## config.mk

```make
export PLATFORM = sky130hd
export DESIGN_NAME = digraph_edge_store_reachability_flat
export DESIGN_NICKNAME = d
export VERILOG_FILES = /design/src/rtl/core/dgr_pkg.sv /design/src/rtl/core/dgr_if.sv /design/src/rtl/core/dgr_ctrl.sv /design/src/rtl/core/dgr_dp.sv /design/src/rtl/core/digraph_edge_store_reachability.sv /design/src/flat_wrapper.sv
export SDC_FILE = /design/constraint.sdc
export NUM_CORES = 2
export LEC_CHECK = 0
export BUFFER_PORTS_ARGS = -buffer_cell sky130_fd_sc_hd__buf_2
export CORE_UTILIZATION = 40
export DETAILED_ROUTE_END_ITERATION = 6
export GPL_ROUTABILITY_DRIVEN = 0
export PLACE_DENSITY = 0.59
export SLEW_MARGIN = 20
export SYNTH_ARGS = -nofsm -noshare
export SYNTH_HDL_FRONTEND = slang
export SYNTH_SLANG_ARGS = --single-unit
```

## constraint.sdc

```tcl
create_clock -name i_clk -period 5 [get_ports i_clk]
set_clock_uncertainty 0.15 [all_clocks]
set_input_delay 1 -clock i_clk [delete_from_list [all_inputs] [get_ports i_clk]]
set_output_delay 1 -clock i_clk [all_outputs]
set_load 0.03 [all_outputs]
```

## src/rtl/core/dgr_pkg.sv

```systemverilog
// Shared types and constants of the directed graph edge store.
package dgr_pkg;

    localparam int OP_W   = 3;
    localparam int NODE_W = 5;
    localparam int CNT_W  = 6;

    localparam logic [CNT_W-1:0] CNT_RESET = 6'd32;

    localparam logic [OP_W-1:0] OP_ADD      = 3'd0;
    localparam logic [OP_W-1:0] OP_REMOVE   = 3'd1;
    localparam logic [OP_W-1:0] OP_HAS_EDGE = 3'd2;
    localparam logic [OP_W-1:0] OP_HAS_PATH = 3'd3;
    localparam logic [OP_W-1:0] OP_REVERSAL = 3'd4;

    typedef enum logic [2:0] {
        S_IDLE,
        S_READ,
        S_USE,
        S_WALK,
        S_RESP
    } t_state;

    typedef struct packed {
        logic load_item;
        logic rd_item;
        logic exec;
        logic walk;
        logic fin_walk;
        logic load_out;
    } t_cmd;

    typedef struct packed {
        logic bad;
        logic walk_op;
        logic walk_idle;
        logic out_full;
    } t_sts;

endpackage

```

## src/rtl/core/dgr_if.sv

```systemverilog
// Valid/ready channel interfaces for request and result items.
interface dgr_in_if;
    logic                        valid;
    logic                        ready;
    logic [dgr_pkg::OP_W-1:0]    op;
    logic [dgr_pkg::NODE_W-1:0]  source_node;
    logic [dgr_pkg::NODE_W-1:0]  target_node;

    modport source (output valid, op, source_node, target_node, input ready);
    modport sink (input valid, op, source_node, target_node, output ready);
endinterface

interface dgr_out_if;
    logic valid;
    logic ready;
    logic answer;
    logic error;

    modport source (output valid, answer, error, input ready);
    modport sink (input valid, answer, error, output ready);
endinterface

```

## src/rtl/core/dgr_ctrl.sv

```systemverilog
// Control state machine that sequences each item through the datapath.
module dgr_ctrl (
    input  logic          i_clk,
    input  logic          i_rst_n,
    input  logic          i_in_valid,
    output logic          o_in_ready,
    input  dgr_pkg::t_sts i_sts,
    output dgr_pkg::t_cmd o_cmd
);

    dgr_pkg::t_state r_state;
    dgr_pkg::t_state n_state;

    always_ff @(posedge i_clk) begin
        if (!i_rst_n) begin
            r_state <= dgr_pkg::S_IDLE;
        end else begin
            r_state <= n_state;
        end
    end

    always_comb begin
        n_state    = r_state;
        o_cmd      = '0;
        o_in_ready = 1'b0;
        unique case (r_state)
            dgr_pkg::S_IDLE: begin
                o_in_ready = 1'b1;
                if (i_in_valid) begin
                    o_cmd.load_item = 1'b1;
                    n_state         = dgr_pkg::S_READ;
                end
            end
            dgr_pkg::S_READ: begin
                if (i_sts.bad) begin
                    n_state = dgr_pkg::S_RESP;
                end else begin
                    o_cmd.rd_item = 1'b1;
                    n_state       = dgr_pkg::S_USE;
                end
            end
            dgr_pkg::S_USE: begin
                o_cmd.exec = 1'b1;
                n_state    = i_sts.walk_op ? dgr_pkg::S_WALK : dgr_pkg::S_RESP;
            end
            dgr_pkg::S_WALK: begin
                if (i_sts.walk_idle) begin
                    o_cmd.fin_walk = 1'b1;
                    n_state        = dgr_pkg::S_RESP;
                end else begin
                    o_cmd.walk = 1'b1;
                end
            end
            dgr_pkg::S_RESP: begin
                if (!i_sts.out_full) begin
                    o_cmd.load_out = 1'b1;
                    n_state        = dgr_pkg::S_IDLE;
                end
            end
            default: begin
                n_state = dgr_pkg::S_IDLE;
            end
        endcase
    end

endmodule

```

## src/rtl/core/dgr_dp.sv

```systemverilog
// Datapath with the parent row memory, the walk sets and the output register.
module dgr_dp #(
    parameter int MAX_NODES = 32
) (
    input  logic                       i_clk,
    input  logic                       i_rst_n,
    input  dgr_pkg::t_cmd              i_cmd,
    output dgr_pkg::t_sts              o_sts,
    input  logic                       i_cfg_we,
    input  logic [dgr_pkg::CNT_W-1:0]  i_cfg_wdata,
    input  logic [dgr_pkg::OP_W-1:0]   i_op,
    input  logic [dgr_pkg::NODE_W-1:0] i_source_node,
    input  logic [dgr_pkg::NODE_W-1:0] i_target_node,
    output logic                       o_out_valid,
    input  logic                       i_out_ready,
    output logic                       o_answer,
    output logic                       o_error
);

    localparam int NW   = $clog2(MAX_NODES);
    localparam int CW   = $clog2(MAX_NODES + 1);
    localparam int CMPW = (CW > dgr_pkg::CNT_W) ? CW : dgr_pkg::CNT_W;

    logic [dgr_pkg::CNT_W-1:0]  r_node_count;
    logic [dgr_pkg::OP_W-1:0]   r_op;
    logic [dgr_pkg::NODE_W-1:0] r_src;
    logic [dgr_pkg::NODE_W-1:0] r_dst;
    logic                       r_err;
    logic                       r_ans;
    logic [MAX_NODES-1:0]       r_mem [MAX_NODES];
    logic [MAX_NODES-1:0]       r_row_vld;
    logic [MAX_NODES-1:0]       r_rd_data;
    logic                       r_rd_vld;
    logic                       r_rd_busy;
    logic [MAX_NODES-1:0]       r_pending;
    logic [MAX_NODES-1:0]       r_visited;
    logic [MAX_NODES-1:0]       r_reach;
    logic                       r_out_valid;
    logic                       r_out_answer;
    logic                       r_out_error;

    logic [CMPW-1:0]      cnt_lim;
    logic [MAX_NODES-1:0] act_mask;
    logic                 in_err;
    logic [NW-1:0]        src_idx;
    logic [NW-1:0]        dst_idx;
    logic [MAX_NODES-1:0] src_oh;
    logic [MAX_NODES-1:0] dst_oh;
    logic [MAX_NODES-1:0] rd_row;
    logic [MAX_NODES-1:0] row_m;
    logic [NW-1:0]        pick_idx;
    logic [MAX_NODES-1:0] pick_oh;
    logic [MAX_NODES-1:0] new_nodes;
    logic [MAX_NODES-1:0] wr_row;
    logic [MAX_NODES-1:0] rev_start;
    logic [NW-1:0]        rd_addr;
    logic                 rd_en;
    logic                 mem_we;

    always_comb begin
        cnt_lim = (CMPW'(r_node_count) > CMPW'(MAX_NODES)) ? CMPW'(MAX_NODES)
                                                           : CMPW'(r_node_count);
        for (int n = 0; n < MAX_NODES; n++) begin
            act_mask[n] = CMPW'(n) < cnt_lim;
        end
        in_err  = (CMPW'(i_source_node) >= cnt_lim) || (CMPW'(i_target_node) >= cnt_lim);
        src_idx = NW'(r_src);
        dst_idx = NW'(r_dst);
        src_oh  = MAX_NODES'(1) << src_idx;
        dst_oh  = MAX_NODES'(1) << dst_idx;
        rd_row  = r_rd_vld ? r_rd_data : '0;
        row_m   = rd_row & act_mask;
        pick_idx = '0;
        for (int n = MAX_NODES - 1; n >= 0; n--) begin
            if (r_pending[n]) begin
                pick_idx = NW'(n);
            end
        end
        pick_oh   = (|r_pending) ? (MAX_NODES'(1) << pick_idx) : '0;
        new_nodes = r_rd_busy ? (row_m & ~r_visited) : '0;
        wr_row    = (r_op == dgr_pkg::OP_ADD) ? (rd_row | src_oh) : (rd_row & ~src_oh);
        rev_start = row_m & ~src_oh;
        rd_addr   = i_cmd.walk ? pick_idx : dst_idx;
        rd_en     = i_cmd.rd_item || (i_cmd.walk && (|r_pending));
        mem_we    = i_cmd.exec && ((r_op == dgr_pkg::OP_ADD) || (r_op == dgr_pkg::OP_REMOVE));
    end

    assign o_sts.bad       = r_err || (r_op > dgr_pkg::OP_REVERSAL);
    assign o_sts.walk_op   = (r_op == dgr_pkg::OP_HAS_PATH) || (r_op == dgr_pkg::OP_REVERSAL);
    assign o_sts.walk_idle = (r_pending == '0) && !r_rd_busy;
    assign o_sts.out_full  = r_out_valid && !i_out_ready;

    always_ff @(posedge i_clk) begin
        if (!i_rst_n) begin
            r_node_count <= dgr_pkg::CNT_RESET;
            r_row_vld    <= '0;
            r_rd_busy    <= 1'b0;
            r_pending    <= '0;
            r_visited    <= '0;
            r_reach      <= '0;
            r_out_valid  <= 1'b0;
        end else begin
            if (i_cfg_we) begin
                r_node_count <= i_cfg_wdata;
            end
            if (mem_we) begin
                r_row_vld[dst_idx] <= 1'b1;
            end
            if (i_cmd.exec) begin
                r_rd_busy <= 1'b0;
                r_reach   <= '0;
                if (r_op == dgr_pkg::OP_HAS_PATH) begin
                    r_pending <= dst_oh;
                    r_visited <= dst_oh;
                end else begin
                    r_pending <= rev_start;
                    r_visited <= rev_start;
                end
            end else if (i_cmd.walk) begin
                r_rd_busy <= |r_pending;
                r_pending <= (r_pending & ~pick_oh) | new_nodes;
                r_visited <= r_visited | new_nodes;
                r_reach   <= r_reach | (r_rd_busy ? row_m : '0);
            end
            if (i_cmd.load_out) begin
                r_out_valid <= 1'b1;
            end else if (i_out_ready) begin
                r_out_valid <= 1'b0;
            end
        end
    end

    always_ff @(posedge i_clk) begin
        if (mem_we) begin
            r_mem[dst_idx] <= wr_row;
        end
        if (rd_en) begin
            r_rd_data <= r_mem[rd_addr];
            r_rd_vld  <= r_row_vld[rd_addr];
        end
    end

    always_ff @(posedge i_clk) begin
        if (i_cmd.load_item) begin
            r_op  <= i_op;
            r_src <= i_source_node;
            r_dst <= i_target_node;
            r_err <= in_err;
            r_ans <= 1'b0;
        end else if (i_cmd.exec && (r_op == dgr_pkg::OP_HAS_EDGE)) begin
            r_ans <= rd_row[src_idx];
        end else if (i_cmd.fin_walk) begin
            r_ans <= r_reach[src_idx];
        end
        if (i_cmd.load_out) begin
            r_out_answer <= r_ans;
            r_out_error  <= r_err;
        end
    end

    assign o_out_valid = r_out_valid;
    assign o_answer    = r_out_answer;
    assign o_error     = r_out_error;

`ifndef SYNTHESIS
    a_reach_visited: assert property (@(posedge i_clk) disable iff (!i_rst_n)
        (r_reach & ~r_visited) == '0)
        else $error("Reached node missing from the visited set.");
    a_pending_visited: assert property (@(posedge i_clk) disable iff (!i_rst_n)
        (r_pending & ~r_visited) == '0)
        else $error("Pending node missing from the visited set.");
    a_out_no_overwrite: assert property (@(posedge i_clk) disable iff (!i_rst_n)
        i_cmd.load_out |-> (!r_out_valid || i_out_ready))
        else $error("Output register overwritten before the item was taken.");
`endif

endmodule

```

## src/rtl/core/digraph_edge_store_reachability.sv

```systemverilog
// Top level of the directed graph edge store with reachability queries.
// Requests arrive on i_item (op, source_node, target_node) with valid/ready,
// and each one produces exactly one result item (answer, error) on o_result.
// The node count register is written through i_cfg_we and i_cfg_wdata; the user
// must write it only while the block is idle, as the block does not enforce this.
// It resets to 32, and the count in use is limited to MAX_NODES. One item is
// processed at a time. Out of range requests and unknown ops pass from
// acceptance through the read state straight to the result state; add, remove
// and has_edge read the parent row of the target node and act on it in the
// execute state. Has_path and reversal queries walk backward over the parent
// rows, reading one row per cycle through the single read port of the row
// memory. The next item is accepted in the cycle after a result is loaded,
// even while that result still waits in the output register.
// Reset clears all edges at once through per-row valid bits, so no clearing
// pass is needed. When the receiver stalls, the result holds in the output
// register and a following item stalls only at its own result stage.
module digraph_edge_store_reachability #(
    parameter int MAX_NODES = 32
) (
    input  logic                      i_clk,
    input  logic                      i_rst_n,
    dgr_in_if.sink                    i_item,
    dgr_out_if.source                 o_result,
    input  logic                      i_cfg_we,
    input  logic [dgr_pkg::CNT_W-1:0] i_cfg_wdata
);

    dgr_pkg::t_cmd cmd;
    dgr_pkg::t_sts sts;

    dgr_ctrl u_ctrl (
        .i_clk      (i_clk),
        .i_rst_n    (i_rst_n),
        .i_in_valid (i_item.valid),
        .o_in_ready (i_item.ready),
        .i_sts      (sts),
        .o_cmd      (cmd)
    );

    dgr_dp #(
        .MAX_NODES (MAX_NODES)
    ) u_dp (
        .i_clk         (i_clk),
        .i_rst_n       (i_rst_n),
        .i_cmd         (cmd),
        .o_sts         (sts),
        .i_cfg_we      (i_cfg_we),
        .i_cfg_wdata   (i_cfg_wdata),
        .i_op          (i_item.op),
        .i_source_node (i_item.source_node),
        .i_target_node (i_item.target_node),
        .o_out_valid   (o_result.valid),
        .i_out_ready   (o_result.ready),
        .o_answer      (o_result.answer),
        .o_error       (o_result.error)
    );

endmodule

```

## src/flat_wrapper.sv

```systemverilog
// flat-port wrapper written by rule: the top's interface ports become plain ports
module digraph_edge_store_reachability_flat 
#(
    parameter int MAX_NODES = 32
)
  (i_clk, i_rst_n, i_cfg_we, i_cfg_wdata, i_item_valid, i_item_op, i_item_source_node, i_item_target_node, i_item_ready, o_result_valid, o_result_answer, o_result_error, o_result_ready);
  dgr_in_if i_item_i ();
  dgr_out_if o_result_i ();
  input  logic i_clk;
  input  logic i_rst_n;
  input  logic i_cfg_we;
  input  logic [dgr_pkg::CNT_W-1:0] i_cfg_wdata;
  input wire logic [$bits(i_item_i.valid)-1:0] i_item_valid;
  input wire logic [$bits(i_item_i.op)-1:0] i_item_op;
  input wire logic [$bits(i_item_i.source_node)-1:0] i_item_source_node;
  input wire logic [$bits(i_item_i.target_node)-1:0] i_item_target_node;
  output wire logic [$bits(i_item_i.ready)-1:0] i_item_ready;
  output wire logic [$bits(o_result_i.valid)-1:0] o_result_valid;
  output wire logic [$bits(o_result_i.answer)-1:0] o_result_answer;
  output wire logic [$bits(o_result_i.error)-1:0] o_result_error;
  input wire logic [$bits(o_result_i.ready)-1:0] o_result_ready;
  assign i_item_i.valid = i_item_valid;
  assign i_item_i.op = i_item_op;
  assign i_item_i.source_node = i_item_source_node;
  assign i_item_i.target_node = i_item_target_node;
  assign i_item_ready = i_item_i.ready;
  assign o_result_valid = o_result_i.valid;
  assign o_result_answer = o_result_i.answer;
  assign o_result_error = o_result_i.error;
  assign o_result_i.ready = o_result_ready;
  digraph_edge_store_reachability #(.MAX_NODES(MAX_NODES)) u_core (.i_clk(i_clk), .i_rst_n(i_rst_n), .i_item(i_item_i), .o_result(o_result_i), .i_cfg_we(i_cfg_we), .i_cfg_wdata(i_cfg_wdata));
endmodule
```

==> metrics.md <==
| Metric | Value |
|---|---|
| Clk buf depth | 3 |
| Switch Pwr | 5.92 mW |
| Layout cells sized above 1 | 12.2% |
| Failing checks | DRC |
| Fmax achieved | 229 MHz |
| Mapped Cells | 4046 |
| Core Area | 128000 um2 |
| Sequential share of power | 48.6% |
| Syn avg cell area | 12.7 um2 |
| Total track usage | 25.4% |
| Sequential element share of the synthesized area | 67.9% |
| Synth cell count leaders | edfxtp_1 (1073), nand2_1 (768), mux2i_1 (300), nand3_1 (268), nor2_1 (263) |
| Postcts setup bufs | 0 |
| Tot Pwr | 23.1 mW |
| Routed len/inst | 28.6 um |
| Internal power | 17.1 mW |
| Status | finished, violations left |
| Leading area contributor after synthesis | edfxtp_1 |
| Clock power frac | 40.2% |
| CTS Buf Count | 131 |
| Final Setup Violations | 0 |
| Antenna Nets Post-Route | 0 |
| Remaining DRCs | 2 |
| Most common cell in the synthesized netlist | edfxtp_1 |
| CP max-delay cell | a2111oi_2 |
| Synth top area share | 62.5% |
| Area after DPL | 54800 um2 |
| Clk Tree Root Cell | clkbuf_16 |
| Die footprint | 130000 um2 |
| I/O pin total | 28 |
| Area growth, synth to finish | 14.2% |
| WHS | 267 ps |
| Largest delay share family, worst path | compound AO/OA/AOI/OAI gates |
| Drt pass-1 iters | 7 |
| Mapped Nets | 4080 |
| Final #Nets | 4146 |
| CP required | 5320 ps |
| Arrival time at the worst endpoint | 4690 ps |
| GRT Residual Overflow | 0 |
| Largest net degree at the start of global routing | 68 |
| DP HPWL | 99500 um |
| Vias in the first global route | 33.6k |
| Unrepaired setup endpoints after global routing | false |
| Comb power frac | 11.3% |
| Post-synthesis cell type count | 81 |
| First-pass GRT wire length | 240000 um |
| Worst skew pair latency | 770 ps |
| Startpoint Class | flop |
| Final hold vios | 0 |
| FP Rows | 131 |
| Slew headroom | 24.2% |
| Initial antenna violation count | 4 |
| Worst setup path category | flop to flop |
| DIE WIDTH | 361 um |
| Max Cap Violations | 0 |
| Post-synth EDFFs | 1073 |
| #FFs+latches synth | 1213 |
| Crit path buf inv count | 1 |
| CP endpoint kind | flop |
| Die Span Y | 361 um |
| Worst vdd ir | 0.000277 V |
| Top area cells in the synthesized netlist | edfxtp_1 (63%), mux2i_1 (5.8%), nand2_1 (5.6%), dfxtp_1 (5.4%), nand3_1 (2.6%) |
| Netlist Area Pre-Place | 51500 um2 |
| Async S/R FF share, synth | 0% |
| DRT Wirelength | 168000 um |
| Initial core utilization | 40.4% |
| Worst Path Max Fanout | 21 |
| Clock sink count | 1213 |
| Clk slew on worst S/H paths | 60 ps |
| DR vias/cell | 6.09 |
| Post-CTS sizing | 0 |
| CTS H-tree lvls | 4 |
| Port bufs | 27 |
| Tcrit/Tclk final | 87.4% |
| Final Critical Period | 4370 ps |
| Util after Layout | 46.1% |
| 1st-iter DRT viols | 5020 |
| Ys Warns | 0 |
| Vias post-DR | 35.7k |
| Post-synth top flop | edfxtp_1 |
| TritonCTS clock tree | yes |
| Setup TNS | 0 ps |
| Slowest stage delay, CP | 850 ps |
| PwrDens | 392 nW/um2 |
| Worst slew pin tran | 1140 ps |
| HP Class | input port to flop |
| Sw frac | 25.7% |
| CP Cell Sequence | nor4_1, nand4_1, o31ai_4, buf_4, nor2_2, nor2_4, o211ai_1, o2111a_1, a2111oi_2, a31oi_1 |
| Slew Viols, Final | 0 |
| Leak | 20.3 nW |
| Cell area after layout | 58800 um2 |
| CTS Hold Bufs | 0 |
sequential cells by signal (all words and copies together), names as in the netlist, 3 cells and up:
name and count:
u_core.u_dp.r_src 5, u_core.u_dp.r_mem 1024, u_core.u_dp.r_pending 32, u_core.u_dp.r_row_vld 32, u_core.u_ctrl.r_state 3, u_core.u_dp.r_rd_data 32
u_core.u_dp.dst_idx 5, u_core.u_dp.r_op 3, u_core.u_dp.r_reach 32, u_core.u_dp.r_visited 32, u_core.u_dp.r_node_count 6
placed cells by master (no fill, tap or decap), drive strengths merged, types with 48 or more instances in the layout:
master  instances
o21ai          96
nand2         769
edfxtp       1073
a32oi          74
dfxtp         140
a21oi         135
a31oi          82
nor3           50
nand3         268
buf           200
nor2          264
clkinv         48
mux2i         300
clkbuf        163
logic make-up (layout without fill, tap and decap cells):
group | after synthesis | in the layout | share of synthesized area, %
buf+inv | 293 | 453 | 2.61
fa+ha+maj | 10 | 10 | 0.243
flops | 1213 | 1213 | 67.9
simple gates | 1498 | 1498 | 12.6
other cells | 0 | 1 | 0
compound gates | 702 | 702 | 9.63
mux | 330 | 330 | 6.96
power groups by stage:
stage	clock (mW)	sequential [mW]	combinational [mW]
final	9.26	11.2	2.60
after global routing	9.74	11.2	2.75
after CTS	9.39	11.2	2.54
after detailed placement	0	11.4	2.53
after global placement	0	11.4	2.51
after floorplan	0	11.3	1.60
stage by stage:
step	worst slack [ps]	cells
after floorplan	813	4046
after global placement	796	5638
after detailed placement	789	5641
after CTS	756	5868
after global routing	365	5868
final	631	5869
routing by layer:
layer / wire (um) / part of all wire [%] / vias up / global-route usage (%)
met5: 43 / 0.026 / - / 0
met4: 7360 / 4.4 / 4 / 11.1
met3: 16100 / 9.6 / 416 / 5.15
met2: 75800 / 45 / 1947 / 39.1
met1: 68400 / 41 / 17900 / 34.8
li1: - / - / 15500 / -
path summary, 6_finish.rpt:
path | slack, ps | endpoint | from | cells after the start
worst min register to register | 290 | u_core.u_dp.r_reach[14] | u_core.u_dp.r_reach[14] | 2
worst max-delay path | 630 | u_core.u_dp.r_rd_data[13] | u_core.u_dp.r_pending[16] | 10
worst max register to register | 630 | u_core.u_dp.r_rd_data[13] | u_core.u_dp.r_pending[16] | 10
worst min-delay path | 270 | u_core.u_dp.r_op[0] | i_item_op[0] | 1
area by class of cell:
class	instances	area, um2
clock inverters	64	584
flip-flops and latches	1213	35000
fillers	11200	68800
clock buffers	163	3440
multi-input cells	2540	15800
well taps	1662	2080
inverters	26	97.6
repair buffers	200	1850
diodes	1	2.50
worst reg2reg max path, delay by kind of cell, from the launching register on:
| kind | cells | cell delay [ps] |
|---|---|---|
| flops | 1 | 370 |
| buf+inv | 1 | 370 |
| compound gates | 5 | 1660 |
| simple gates | 4 | 1530 |
No activity file was read; power rests on OpenSTA's default activity.
